===== src/hw/rtl/clre_pkg.sv =====
// Shared constants and types for the constant-level run extractor.
package clre_pkg;

    localparam int unsigned MAX_POINTS = 65536;
    localparam int unsigned IDX_W      = $clog2(MAX_POINTS);
    localparam int unsigned COORD_W    = 32;
    localparam int unsigned TOL_W      = 31;
    localparam int unsigned MINPT_W    = 16;
    localparam int unsigned CFG_IDX_W  = 3;
    localparam int unsigned CFG_DATA_W = 32;

    // Result queue: deep enough for one full burst plus one waiting entry.
    localparam int unsigned FIFO_DEPTH = 4;
    localparam int unsigned FIFO_PTR_W = $clog2(FIFO_DEPTH);
    localparam int unsigned FIFO_CNT_W = FIFO_PTR_W + 1;
    localparam int unsigned MAX_BURST  = 3;

    // Candidate results of one point, in emission order.
    localparam int unsigned NUM_CAND   = 5;

    localparam logic [IDX_W-1:0]   LAST_INDEX = IDX_W'(MAX_POINTS - 1);
    localparam logic [MINPT_W-1:0] MIN_RUN    = MINPT_W'(2);

    // Configuration register indices.
    localparam logic [CFG_IDX_W-1:0] CFG_AXIS_SELECT = CFG_IDX_W'(0);
    localparam logic [CFG_IDX_W-1:0] CFG_LEVEL       = CFG_IDX_W'(1);
    localparam logic [CFG_IDX_W-1:0] CFG_TIGHT_TOL   = CFG_IDX_W'(2);
    localparam logic [CFG_IDX_W-1:0] CFG_LOOSE_TOL   = CFG_IDX_W'(3);
    localparam logic [CFG_IDX_W-1:0] CFG_MIN_POINTS  = CFG_IDX_W'(4);

    // Segment kinds.
    localparam logic KIND_PLAIN = 1'b0;
    localparam logic KIND_RUN   = 1'b1;

    typedef struct packed {
        logic [IDX_W-1:0] first_index;
        logic [IDX_W-1:0] last_index;
        logic             segment_kind;
        logic             end_of_burst;
        logic             end_of_set;
    } result_t;

endpackage


===== src/hw/rtl/constant_level_run_extractor_top.sv =====
// Constant-level run extractor: splits a polyline into plain ranges and level runs.
// A point is registered at acceptance (offset from level taken there); it is evaluated once the
//   queue has room for a full burst, and its results are then written into the queue behind any earlier ones.
// Throughput: one point per cycle while each point gives at most one result and the output is
//   ready; a point that gives two or three results holds the input stage while the four-entry
//   queue drains to one.
// Reset (rst_n, asynchronous, active low): queue and input stage empty, no run open,
//   index counter and pending start at zero, registers at axis 0, level 0, tolerances 0,
//   min_points 2.
module constant_level_run_extractor_top
    import clre_pkg::*;
(
    input  logic                    clk,
    input  logic                    rst_n,

    // configuration write port
    input  logic                    cfg_we,
    input  logic [CFG_IDX_W-1:0]    cfg_index,
    input  logic [CFG_DATA_W-1:0]   cfg_data,

    // point input
    input  logic                    in_valid,
    output logic                    in_ready,
    input  logic signed [COORD_W-1:0] coord_u,
    input  logic signed [COORD_W-1:0] coord_v,
    input  logic                    final_point,

    // segment output
    output logic                    out_valid,
    input  logic                    out_ready,
    output logic [IDX_W-1:0]        first_index,
    output logic [IDX_W-1:0]        last_index,
    output logic                    segment_kind,
    output logic                    end_of_burst,
    output logic                    end_of_set
);

    // ------------------------------------------------------------------
    // Configuration registers
    // ------------------------------------------------------------------
    logic                      axis_select_reg;
    logic signed [COORD_W-1:0] level_reg;
    logic [TOL_W-1:0]          tight_tol_reg;
    logic [TOL_W-1:0]          loose_tol_reg;
    logic [MINPT_W-1:0]        min_points_reg;

    always_ff @(posedge clk or negedge rst_n)
    begin
        if (!rst_n)
        begin
            axis_select_reg <= 1'b0;
            level_reg       <= '0;
            tight_tol_reg   <= '0;
            loose_tol_reg   <= '0;
            min_points_reg  <= MIN_RUN;
        end
        else if (cfg_we)
        begin
            unique case (cfg_index)
                CFG_AXIS_SELECT: axis_select_reg <= cfg_data[0];
                CFG_LEVEL:       level_reg       <= cfg_data;
                CFG_TIGHT_TOL:   tight_tol_reg   <= cfg_data[TOL_W-1:0];
                CFG_LOOSE_TOL:   loose_tol_reg   <= cfg_data[TOL_W-1:0];
                CFG_MIN_POINTS:  min_points_reg  <= cfg_data[MINPT_W-1:0];
                default:         ;
            endcase
        end
    end

    // ------------------------------------------------------------------
    // Input stage: select the tested coordinate and take its offset
    // from the level at 33 bits (exact).
    // ------------------------------------------------------------------
    logic                      s1_valid_reg;
    logic signed [COORD_W:0]   s1_diff_reg;
    logic                      s1_fin_reg;
    logic signed [COORD_W:0]   in_diff;
    logic                      s1_adv;

    logic [FIFO_CNT_W-1:0]     fifo_cnt_reg;

    // Room for a full burst is needed before a point is evaluated.
    assign s1_adv   = s1_valid_reg &&
                      (fifo_cnt_reg <= FIFO_CNT_W'(FIFO_DEPTH - MAX_BURST));
    assign in_ready = !s1_valid_reg || s1_adv;

    always_comb
    begin
        if (axis_select_reg)
            in_diff = {coord_v[COORD_W-1], coord_v} - {level_reg[COORD_W-1], level_reg};
        else
            in_diff = {coord_u[COORD_W-1], coord_u} - {level_reg[COORD_W-1], level_reg};
    end

    always_ff @(posedge clk or negedge rst_n)
    begin
        if (!rst_n)
            s1_valid_reg <= 1'b0;
        else if (in_ready)
            s1_valid_reg <= in_valid;
    end

    always_ff @(posedge clk)
    begin
        if (in_valid && in_ready)
        begin
            s1_diff_reg <= in_diff;
            s1_fin_reg  <= final_point;
        end
    end

    // ------------------------------------------------------------------
    // Evaluate stage: tolerance tests and run tracking
    // ------------------------------------------------------------------
    logic             in_run_reg,         in_run_next;
    logic [IDX_W-1:0] point_count_reg,    point_count_next;
    logic [IDX_W-1:0] pending_start_reg,  pending_start_next;
    logic [IDX_W-1:0] run_first_reg,      run_first_next;
    logic [IDX_W-1:0] run_last_tight_reg, run_last_tight_next;

    logic [COORD_W:0] mag;
    logic             tight;
    logic             loose;
    logic [IDX_W:0]   need;
    logic [IDX_W:0]   len1;
    logic [IDX_W:0]   len2;
    logic             close1_ok;
    logic             close2_ok;
    logic [IDX_W-1:0] pend1;
    logic [IDX_W-1:0] pend2;
    logic             run1;
    logic             run2;
    logic [IDX_W-1:0] rf2;
    logic [IDX_W-1:0] rlt2;
    logic [IDX_W-1:0] idx;

    result_t          cand     [NUM_CAND];
    logic             cand_vld [NUM_CAND];
    logic [FIFO_CNT_W-1:0] cand_pos [NUM_CAND];
    logic [FIFO_CNT_W-1:0] push_n;

    always_comb
    begin
        idx   = point_count_reg;
        mag   = s1_diff_reg[COORD_W] ? (COORD_W+1)'(-s1_diff_reg) : (COORD_W+1)'(s1_diff_reg);
        tight = mag <= {2'b00, tight_tol_reg};
        loose = mag <= {2'b00, loose_tol_reg};

        // min_points of 0 or 1 behaves as 2
        need = (min_points_reg < MIN_RUN) ? {1'b0, MIN_RUN} : {1'b0, min_points_reg};

        // A run closes on the first point outside the loose band.
        len1      = {1'b0, run_last_tight_reg} - {1'b0, run_first_reg} + (IDX_W+1)'(1);
        close1_ok = in_run_reg && !loose && (len1 >= need);
        pend1     = close1_ok ? run_last_tight_reg : pending_start_reg;
        run1      = in_run_reg && loose;

        // Extend the open run or open a new one at a tight point.
        rf2  = run_first_reg;
        rlt2 = run_last_tight_reg;
        if (run1)
        begin
            if (tight)
                rlt2 = idx;
        end
        else if (tight)
        begin
            rf2  = idx;
            rlt2 = idx;
        end
        run2 = run1 || tight;

        // Final point closes whatever is still open.
        len2      = {1'b0, rlt2} - {1'b0, rf2} + (IDX_W+1)'(1);
        close2_ok = s1_fin_reg && run2 && (len2 >= need);
        pend2     = close2_ok ? rlt2 : pend1;

        // Candidate results in emission order
        cand[0] = '{first_index: pending_start_reg, last_index: run_first_reg,
                    segment_kind: KIND_PLAIN, end_of_burst: 1'b0, end_of_set: 1'b0};
        cand[1] = '{first_index: run_first_reg, last_index: run_last_tight_reg,
                    segment_kind: KIND_RUN, end_of_burst: 1'b0, end_of_set: 1'b0};
        cand[2] = '{first_index: pend1, last_index: rf2,
                    segment_kind: KIND_PLAIN, end_of_burst: 1'b0, end_of_set: 1'b0};
        cand[3] = '{first_index: rf2, last_index: rlt2,
                    segment_kind: KIND_RUN, end_of_burst: 1'b0, end_of_set: 1'b0};
        cand[4] = '{first_index: pend2, last_index: idx,
                    segment_kind: KIND_PLAIN, end_of_burst: 1'b0, end_of_set: 1'b0};

        cand_vld[0] = close1_ok && (run_first_reg > pending_start_reg);
        cand_vld[1] = close1_ok;
        cand_vld[2] = close2_ok && (rf2 > pend1);
        cand_vld[3] = close2_ok;
        cand_vld[4] = s1_fin_reg && (pend2 < idx);

        // Queue slot of each candidate, and burst/set marks on the last one
        push_n = '0;
        for (int k = 0; k < NUM_CAND; k++)
        begin
            cand_pos[k] = push_n;
            push_n      = push_n + FIFO_CNT_W'(cand_vld[k]);
        end
        for (int k = 0; k < NUM_CAND; k++)
        begin
            if (cand_pos[k] == push_n - FIFO_CNT_W'(1))
            begin
                cand[k].end_of_burst = 1'b1;
                cand[k].end_of_set   = s1_fin_reg;
            end
        end

        // State update
        if (s1_fin_reg)
        begin
            in_run_next        = 1'b0;
            point_count_next   = '0;
            pending_start_next = '0;
        end
        else
        begin
            in_run_next        = run2;
            point_count_next   = (idx < LAST_INDEX) ? idx + IDX_W'(1) : idx;
            pending_start_next = pend1;
        end
        run_first_next      = rf2;
        run_last_tight_next = rlt2;
    end

    always_ff @(posedge clk or negedge rst_n)
    begin
        if (!rst_n)
        begin
            in_run_reg         <= 1'b0;
            point_count_reg    <= '0;
            pending_start_reg  <= '0;
            run_first_reg      <= '0;
            run_last_tight_reg <= '0;
        end
        else if (s1_adv)
        begin
            in_run_reg         <= in_run_next;
            point_count_reg    <= point_count_next;
            pending_start_reg  <= pending_start_next;
            run_first_reg      <= run_first_next;
            run_last_tight_reg <= run_last_tight_next;
        end
    end

    // ------------------------------------------------------------------
    // Result queue: up to three writes per cycle, one read per cycle.
    // ------------------------------------------------------------------
    result_t               fifo_mem [FIFO_DEPTH];
    logic [FIFO_PTR_W-1:0] wr_ptr_reg;
    logic [FIFO_PTR_W-1:0] rd_ptr_reg;
    logic [FIFO_CNT_W-1:0] push_cnt;
    logic                  pop;
    result_t               head;

    assign push_cnt = s1_adv ? push_n : '0;
    assign pop      = out_valid && out_ready;

    always_ff @(posedge clk or negedge rst_n)
    begin
        if (!rst_n)
        begin
            wr_ptr_reg   <= '0;
            rd_ptr_reg   <= '0;
            fifo_cnt_reg <= '0;
        end
        else
        begin
            wr_ptr_reg   <= wr_ptr_reg + push_cnt[FIFO_PTR_W-1:0];
            rd_ptr_reg   <= rd_ptr_reg + FIFO_PTR_W'(pop);
            fifo_cnt_reg <= fifo_cnt_reg + push_cnt - FIFO_CNT_W'(pop);
        end
    end

    always_ff @(posedge clk)
    begin
        for (int k = 0; k < NUM_CAND; k++)
        begin
            if (s1_adv && cand_vld[k])
                fifo_mem[wr_ptr_reg + cand_pos[k][FIFO_PTR_W-1:0]] <= cand[k];
        end
    end

    assign head         = fifo_mem[rd_ptr_reg];
    assign out_valid    = (fifo_cnt_reg != '0);
    assign first_index  = head.first_index;
    assign last_index   = head.last_index;
    assign segment_kind = head.segment_kind;
    assign end_of_burst = head.end_of_burst;
    assign end_of_set   = head.end_of_set;

    // ------------------------------------------------------------------
    // Assertions
    // ------------------------------------------------------------------
    a_fifo_bound: assert property (@(posedge clk) disable iff (!rst_n)
        fifo_cnt_reg <= FIFO_CNT_W'(FIFO_DEPTH))
        else $error("result queue overflow");

    a_burst_bound: assert property (@(posedge clk) disable iff (!rst_n)
        s1_adv |-> push_n <= FIFO_CNT_W'(MAX_BURST))
        else $error("more than three results for one point");

    a_set_ends_burst: assert property (@(posedge clk) disable iff (!rst_n)
        out_valid && end_of_set |-> end_of_burst)
        else $error("end_of_set without end_of_burst");

    a_fin_restarts: assert property (@(posedge clk) disable iff (!rst_n)
        s1_adv && s1_fin_reg |=> (point_count_reg == '0) && !in_run_reg)
        else $error("polyline state not cleared after final point");

endmodule

===== config.mk =====
export PLATFORM = sky130hd
export DESIGN_NAME = constant_level_run_extractor_top
export DESIGN_NICKNAME = d
export VERILOG_FILES = /design/src/hw/rtl/clre_pkg.sv /design/src/hw/rtl/constant_level_run_extractor_top.sv
export SDC_FILE = /design/constraint.sdc
export NUM_CORES = 1
export LEC_CHECK = 0
export BUFFER_PORTS_ARGS = -buffer_cell sky130_fd_sc_hd__buf_2
export CAP_MARGIN = 15
export CORE_ASPECT_RATIO = 0.6
export CORE_UTILIZATION = 40
export DETAILED_ROUTE_END_ITERATION = 10
export PLACE_DENSITY = 0.64
export SYNTH_ARGS = -nofsm -noshare
export SYNTH_HDL_FRONTEND = slang
export SYNTH_SLANG_ARGS = --single-unit

===== constraint.sdc =====
create_clock -name clk -period 19.4 [get_ports clk]
set_input_delay 5.82 -clock clk [delete_from_list [all_inputs] [get_ports clk]]
set_output_delay 5.82 -clock clk [all_outputs]
set_load 0.03 [all_outputs]

Word-level counts from Yosys, hierarchy flattened
Memory sizes are Yosys's and may differ from the RTL's.
Cells that the tools add are included.
- memories: 1
- memory bits (read-only): 0
- bits in registers: 218
- bits in latches: 0
- memory bits (writable): 140
- input bits: 105
- output and inout port bits: 37
- logic and storage cells: 122
- order comparisons: 10
- shifts and indexed selects: 0
- div/mod/pow operators: 0
- reduce and logical (&&, ||, !) cells: 32
- eq/ne operators: 8
- bitwise operators: 0
- multiply operators: 0
- add/subtract/negate cells: 21
- multiplexer cells: 34
- memories (memory ; words ; bits a word ; rd ports ; clocked after memory_dff ; wr ports ; RTL line ; RTL):
    fifo_mem ; 4 ; 35 ; 1 ; 0 ; 3 ; constant_level_run_extractor_top.sv:252 ; result_t fifo_mem [FIFO_DEPTH];
- operators with widths (operator ; count):
    $mux 16 ; 9
    $mux 35 ; 2
    $reduce_or 35->1 ; 2
    $le 33x31->1 ; 2
    $mux 33 ; 2
    $sub 32x32->33 ; 2
    $add 17x1->17 const B ; 2
    $ge 17x16->1 ; 2
    $sub 16x16->17 ; 2
    $neg 33->33 ; 1
    $gt 16x16->1 ; 2
    $add 16x1->16 const B ; 1
    $logic_and 1x1->1 ; 16
    $lt 16x16->1 ; 1
    $lt 16x16->1 const B ; 1
    $lt 16x2->1 const B ; 1
    $mux 2 ; 7
    $mux 1 ; 13
    $reduce_and 2->1 ; 6
    $add 2x2->2 ; 4
    $add 3x1->3 ; 2
    $eq 3x2->1 const B ; 2
    $eq 3x3->1 ; 2
    $logic_not 3->1 ; 2
    other kinds (16) ; 19

Longest topological paths before layout
- word-level depth: 17
- mapped depth: 67
- mapped depth without buffers: 64

Least setup slack after synthesis
Ideal clock, no wire load.
- kind: register to register
- start point: reg s1_diff_reg[2]
- end point: mem fifo_mem[3][0] in the netlist's numbering, data pin
- stages on the path, launching flop included: 66
- setup slack: 5.700 ns
- data required time: 19.271 ns
- period minus slack after synthesis: 13.700 ns
- arrival: 13.571 ns
- path through: edfxtp_1 > or4_4 > or4_1 > clkbuf_1 > or4_1 > buf_2 > o41ai_1 > inv_1 > o41ai_1 > xnor2_1 > ha_1 > nand4_1 > or3_1 > a211o_1 > a21oi_1 > a211oi_1 > a211oi_4 > mux2i_1 > [30 not listed] > a21o_1 > a21o_1 > a21oi_1 > nor2_1 > nor4_1 > and3_1 > o2111a_1 > nor2_1 > inv_2 > ha_1 > ha_1 > inv_1 > ha_1 > a21boi_0 > o32ai_1 > nand2_1 > o31ai_1 > a21bo_1
- RTL lines (item ; RTL line ; RTL):
    from (decl) ; constant_level_run_extractor_top.sv:75 ; logic signed [COORD_W:0] s1_diff_reg;
    from (signal assigned) ; constant_level_run_extractor_top.sv:107 ; s1_diff_reg <= in_diff;
    to (decl) ; constant_level_run_extractor_top.sv:252 ;

==> impl_metrics.csv <==
group,metric,value,unit
routing,first_pass_iters,7,
floorplanning,die_h,208,um
timing,relSlewSlack,13.1,%
synthesis,synth_warnings,0,
clocking,cts_hold_repair.buffers,0,
power_and_ir_drop,intPower,2.82,mW
global_route,overflow,0,
synthesis,synthFlopType,"dfrtp_1",
synthesis,synthCells,3043,
status,status,"complete, no violations",
floorplanning,core-area,69800,um2
floorplanning,num_rows,75,
worst_setup_path,critPathMaxStageDelay,0.69,ns
cells_and_area,area_growth,10.9,%
routing,wire_per_inst,24.9,um
min_path,hold_class,"reg -> reg",
clocking,cts_sinks,358,
cells_and_area,largest_reg_flops,140,
cells_and_area,layout-drive-gt1-share,14.0,%
floorplanning,die-area,71700,um2
synthesis,synthesis.nets,3406,
synthesis,ys_ff_latch,358,
placement,hpwlAfterDp,73200,um
synthesis,synth-seq-area-share,34.7,%
worst_setup_path,crit_top_cell,"ha_1",
worst_setup_path,required,19.84,ns
timing,setup_viol,0,
routing,vias,24400,
routing,via_per_inst,5.98,
clocking,cts_tree,"done",
power_and_ir_drop,p_seq_share,22.0,%
worst_setup_path,cp.arrival,16.91,ns
cells_and_area,layoutNonFillerInstCount,4080,
routing,highest_layer,"met5",
worst_setup_path,start_kind,"flop",
clocking,cts-root-buf,"clkbuf_16",
routing,drc_errors,0,
power_and_ir_drop,p_comb_share,64.0,%
timing,finalMaxSlewViolations,0,
global_route,grt_pass1_wl,149000,um
timing,min_period_over_period,84.9,%
worst_setup_path,cp-end-kind,"flop",
synthesis,synthTopCellsByArea,"edfxtp_1 (18%), dfrtp_1 (16%), ha_1 (11%)",
power_and_ir_drop,leakage,14.8,nW
global_route,grt_max_degree,92,
floorplanning,fp.dieW,345,um
power_and_ir_drop,p_switching,2.77,mW
synthesis,synth_cell_types,90,
worst_setup_path,worstSetupPathType,"reg -> reg",
placement,placed_area,30000,um2
worst_setup_path,cp_slowest_cell,"mux2i_1",
timing,rsz0062_at_grt,"false",
clocking,clk_path_buf_depth,3,
timing,hold_viol,0,
synthesis,yosysTopAreaCell,"edfxtp_1",
power_and_ir_drop,switching_share,49.5,%
global_route,antenna_found_initial,5,
placement,gp_congestion,1.05,
clocking,cts_setup_buffers,0,
power_and_ir_drop,ir_drop,160,uV
synthesis,synth_edf_count,170,
power_and_ir_drop,power_frac_clock,13.9,%
global_route,grt_pass1_vias,22200,
clocking,cts_max_level,2,
routing,wl_met2,35800,um
floorplanning,start_util,40.4,%
timing,fin_skew,0.0384,ns
synthesis,netlist.area_leader.share,18.1,%
cells_and_area,final_area,31300,um2
routing,ant_nets,0,
placement,port_buffers,141,
routing,first_iter_violations,3490,
min_path,hold_depth,1,
run,cap_violations,0,
synthesis,syn_area,28200,um2
synthesis,synthArstFlopShare,51.4,%
power_and_ir_drop,powerDensity,178,nW/um2
clocking,cts_resized,0,
cells_and_area,final_net_count,3485,
timing,fin_tns_setup,0,ns
clocking,path_clk_slew,0.06,ns
routing,met1_length,48200,um
synthesis,synth_area_per_cell,9.28,um2
worst_setup_path,rr_worst_depth,63,
floorplanning,pin_count,142,
routing,wirelength,101000,um
timing,max_freq,0.0607,GHz
clocking,clk-insertion-delay-late,0.60,ns
placement,dpl.cell_count,4001,
clocking,numCtsBuffers,41,
global_route,grt_usage,27.7,%
timing,worst_pin_slew,1.30,ns
routing,dr_wl_met3,15600,um
timing,fin_crit,16.47,ns
worst_setup_path,critPathMaxFanout,31,
==> area by class of cell <==
class,count,area [um2]
flip-flops and latches,358,9790
diodes,1,2.50
fillers,6742,38500
inverters,266,998
clock buffers,55,1150
well taps,924,1160
repair buffers,224,1340
clock inverters,21,169
multi-input cells,2231,16700
==> power groups by stage <==
stage                     Clock [mW]  Sequential [mW]  Combinational [mW]
after floorplan                    0             1.17                2.44
after global placement             0             1.23                3.41
after detailed placement           0             1.24                3.43
after CTS                      0.790             1.23                3.45
after global routing           0.818             1.25                3.84
final                          0.779             1.23                3.58
==> kinds of logic after synthesis <==
| logic type | after synthesis | share of synthesized area, % |
|---|---|---|
| and+or+nand+nor | 723 | 11.6 |
| DFF | 358 | 34.7 |
| AOI/OAI and AO/OA | 740 | 16.1 |
| xor gates and xnor gates | 99 | 3.07 |
| buffers and inverters | 454 | 6.49 |
| adders and majority gates | 258 | 11.6 |
| muxes | 411 | 16.5 |
==> layer usage <==
layer	track usage, %	vias to the layer above
li1	-	11100
met5	1.25	-
met3	12.2	133
met4	4.50	8
met1	43.6	11700
met2	33.8	1450
==> cell usage after synthesis, types with 21 or more instances <==
cell	number
a211oi_1	34
a21o_1	40
a21oi_1	235
a31oi_1	21
buf_2	40
clkbuf_1	123
dfrtp_1	183
edfxtp_1	170
ha_1	253
inv_1	263
mux2_2	68
mux2i_1	302
mux4_2	35
nand2_1	271
nand3_1	48
nand4_1	37
nor2_1	213
nor3_1	34
o21a_1	25
o21ai_0	195
o21ai_1	32
xnor2_1	85
==> per-stage QoR <==
step / hold WS, ns / setup WS [ns] / utilization (%) / total power [mW]
finish: 0.505 / 2.93 / 44.9 / 5.58
global placement: 0.487 / 3.74 / 43.0 / 4.64
detailed placement: 0.493 / 3.38 / 43.0 / 4.67
CTS: 0.506 / 3.31 / 44.8 / 5.47
global route: 0.519 / 2.16 / 44.9 / 5.91
floorplan: 0.468 / 5.70 / - / 3.62
==> worst max-delay path, delay by kind of cell (launching register included) <==
family | cells | cell delay [ns]
xor+xnor | 2 | 0.32
buf+inv | 9 | 1.39
compound gates | 27 | 6.97
simple gates | 15 | 4.14
flops | 1 | 0.45
fa+ha+maj | 9 | 2.28
mux | 1 | 0.69
==> layout by cell type (no fill, tap or decap), drive strengths merged, types with 11 or more instances in the layout <==
cell type,count
a41oi,13
nor2b,11
o21a,25
nor3,35
mux4,35
xor2,14
nor2,213
ha,253
clkbuf,57
inv,272
a31oi,22
nand2,271
xnor2,85
nand4,37
edfxtp,170
o2111ai,12
and3,11
dfrtp,183
or4,12
a21oi,237
nand2b,18
o31ai,14
o21ai,228
mux2,73
a211oi,35
a21o,40
o22ai,18
a22oi,15
buf,222
mux2i,303
nor4,14
a21boi,14
nand3,49
or3,16
==> path summary, 6_finish.rpt <==
kind | start | slack, ns | to
setup / recovery | s1_diff_reg[2] | 2.93 | fifo_mem[3][1]
hold / removal | loose_tol_reg[13] | 0.51 | loose_tol_reg[13]
setup reg to reg | s1_diff_reg[2] | 2.93 | fifo_mem[3][1]
hold reg to reg | loose_tol_reg[13] | 0.51 | loose_tol_reg[13]
max in group asynchronous | rst_n | 12.11 | level_reg[7]
min in group asynchronous | rst_n | 5.35 | level_reg[28]
(Power assumes the default switching activity.)
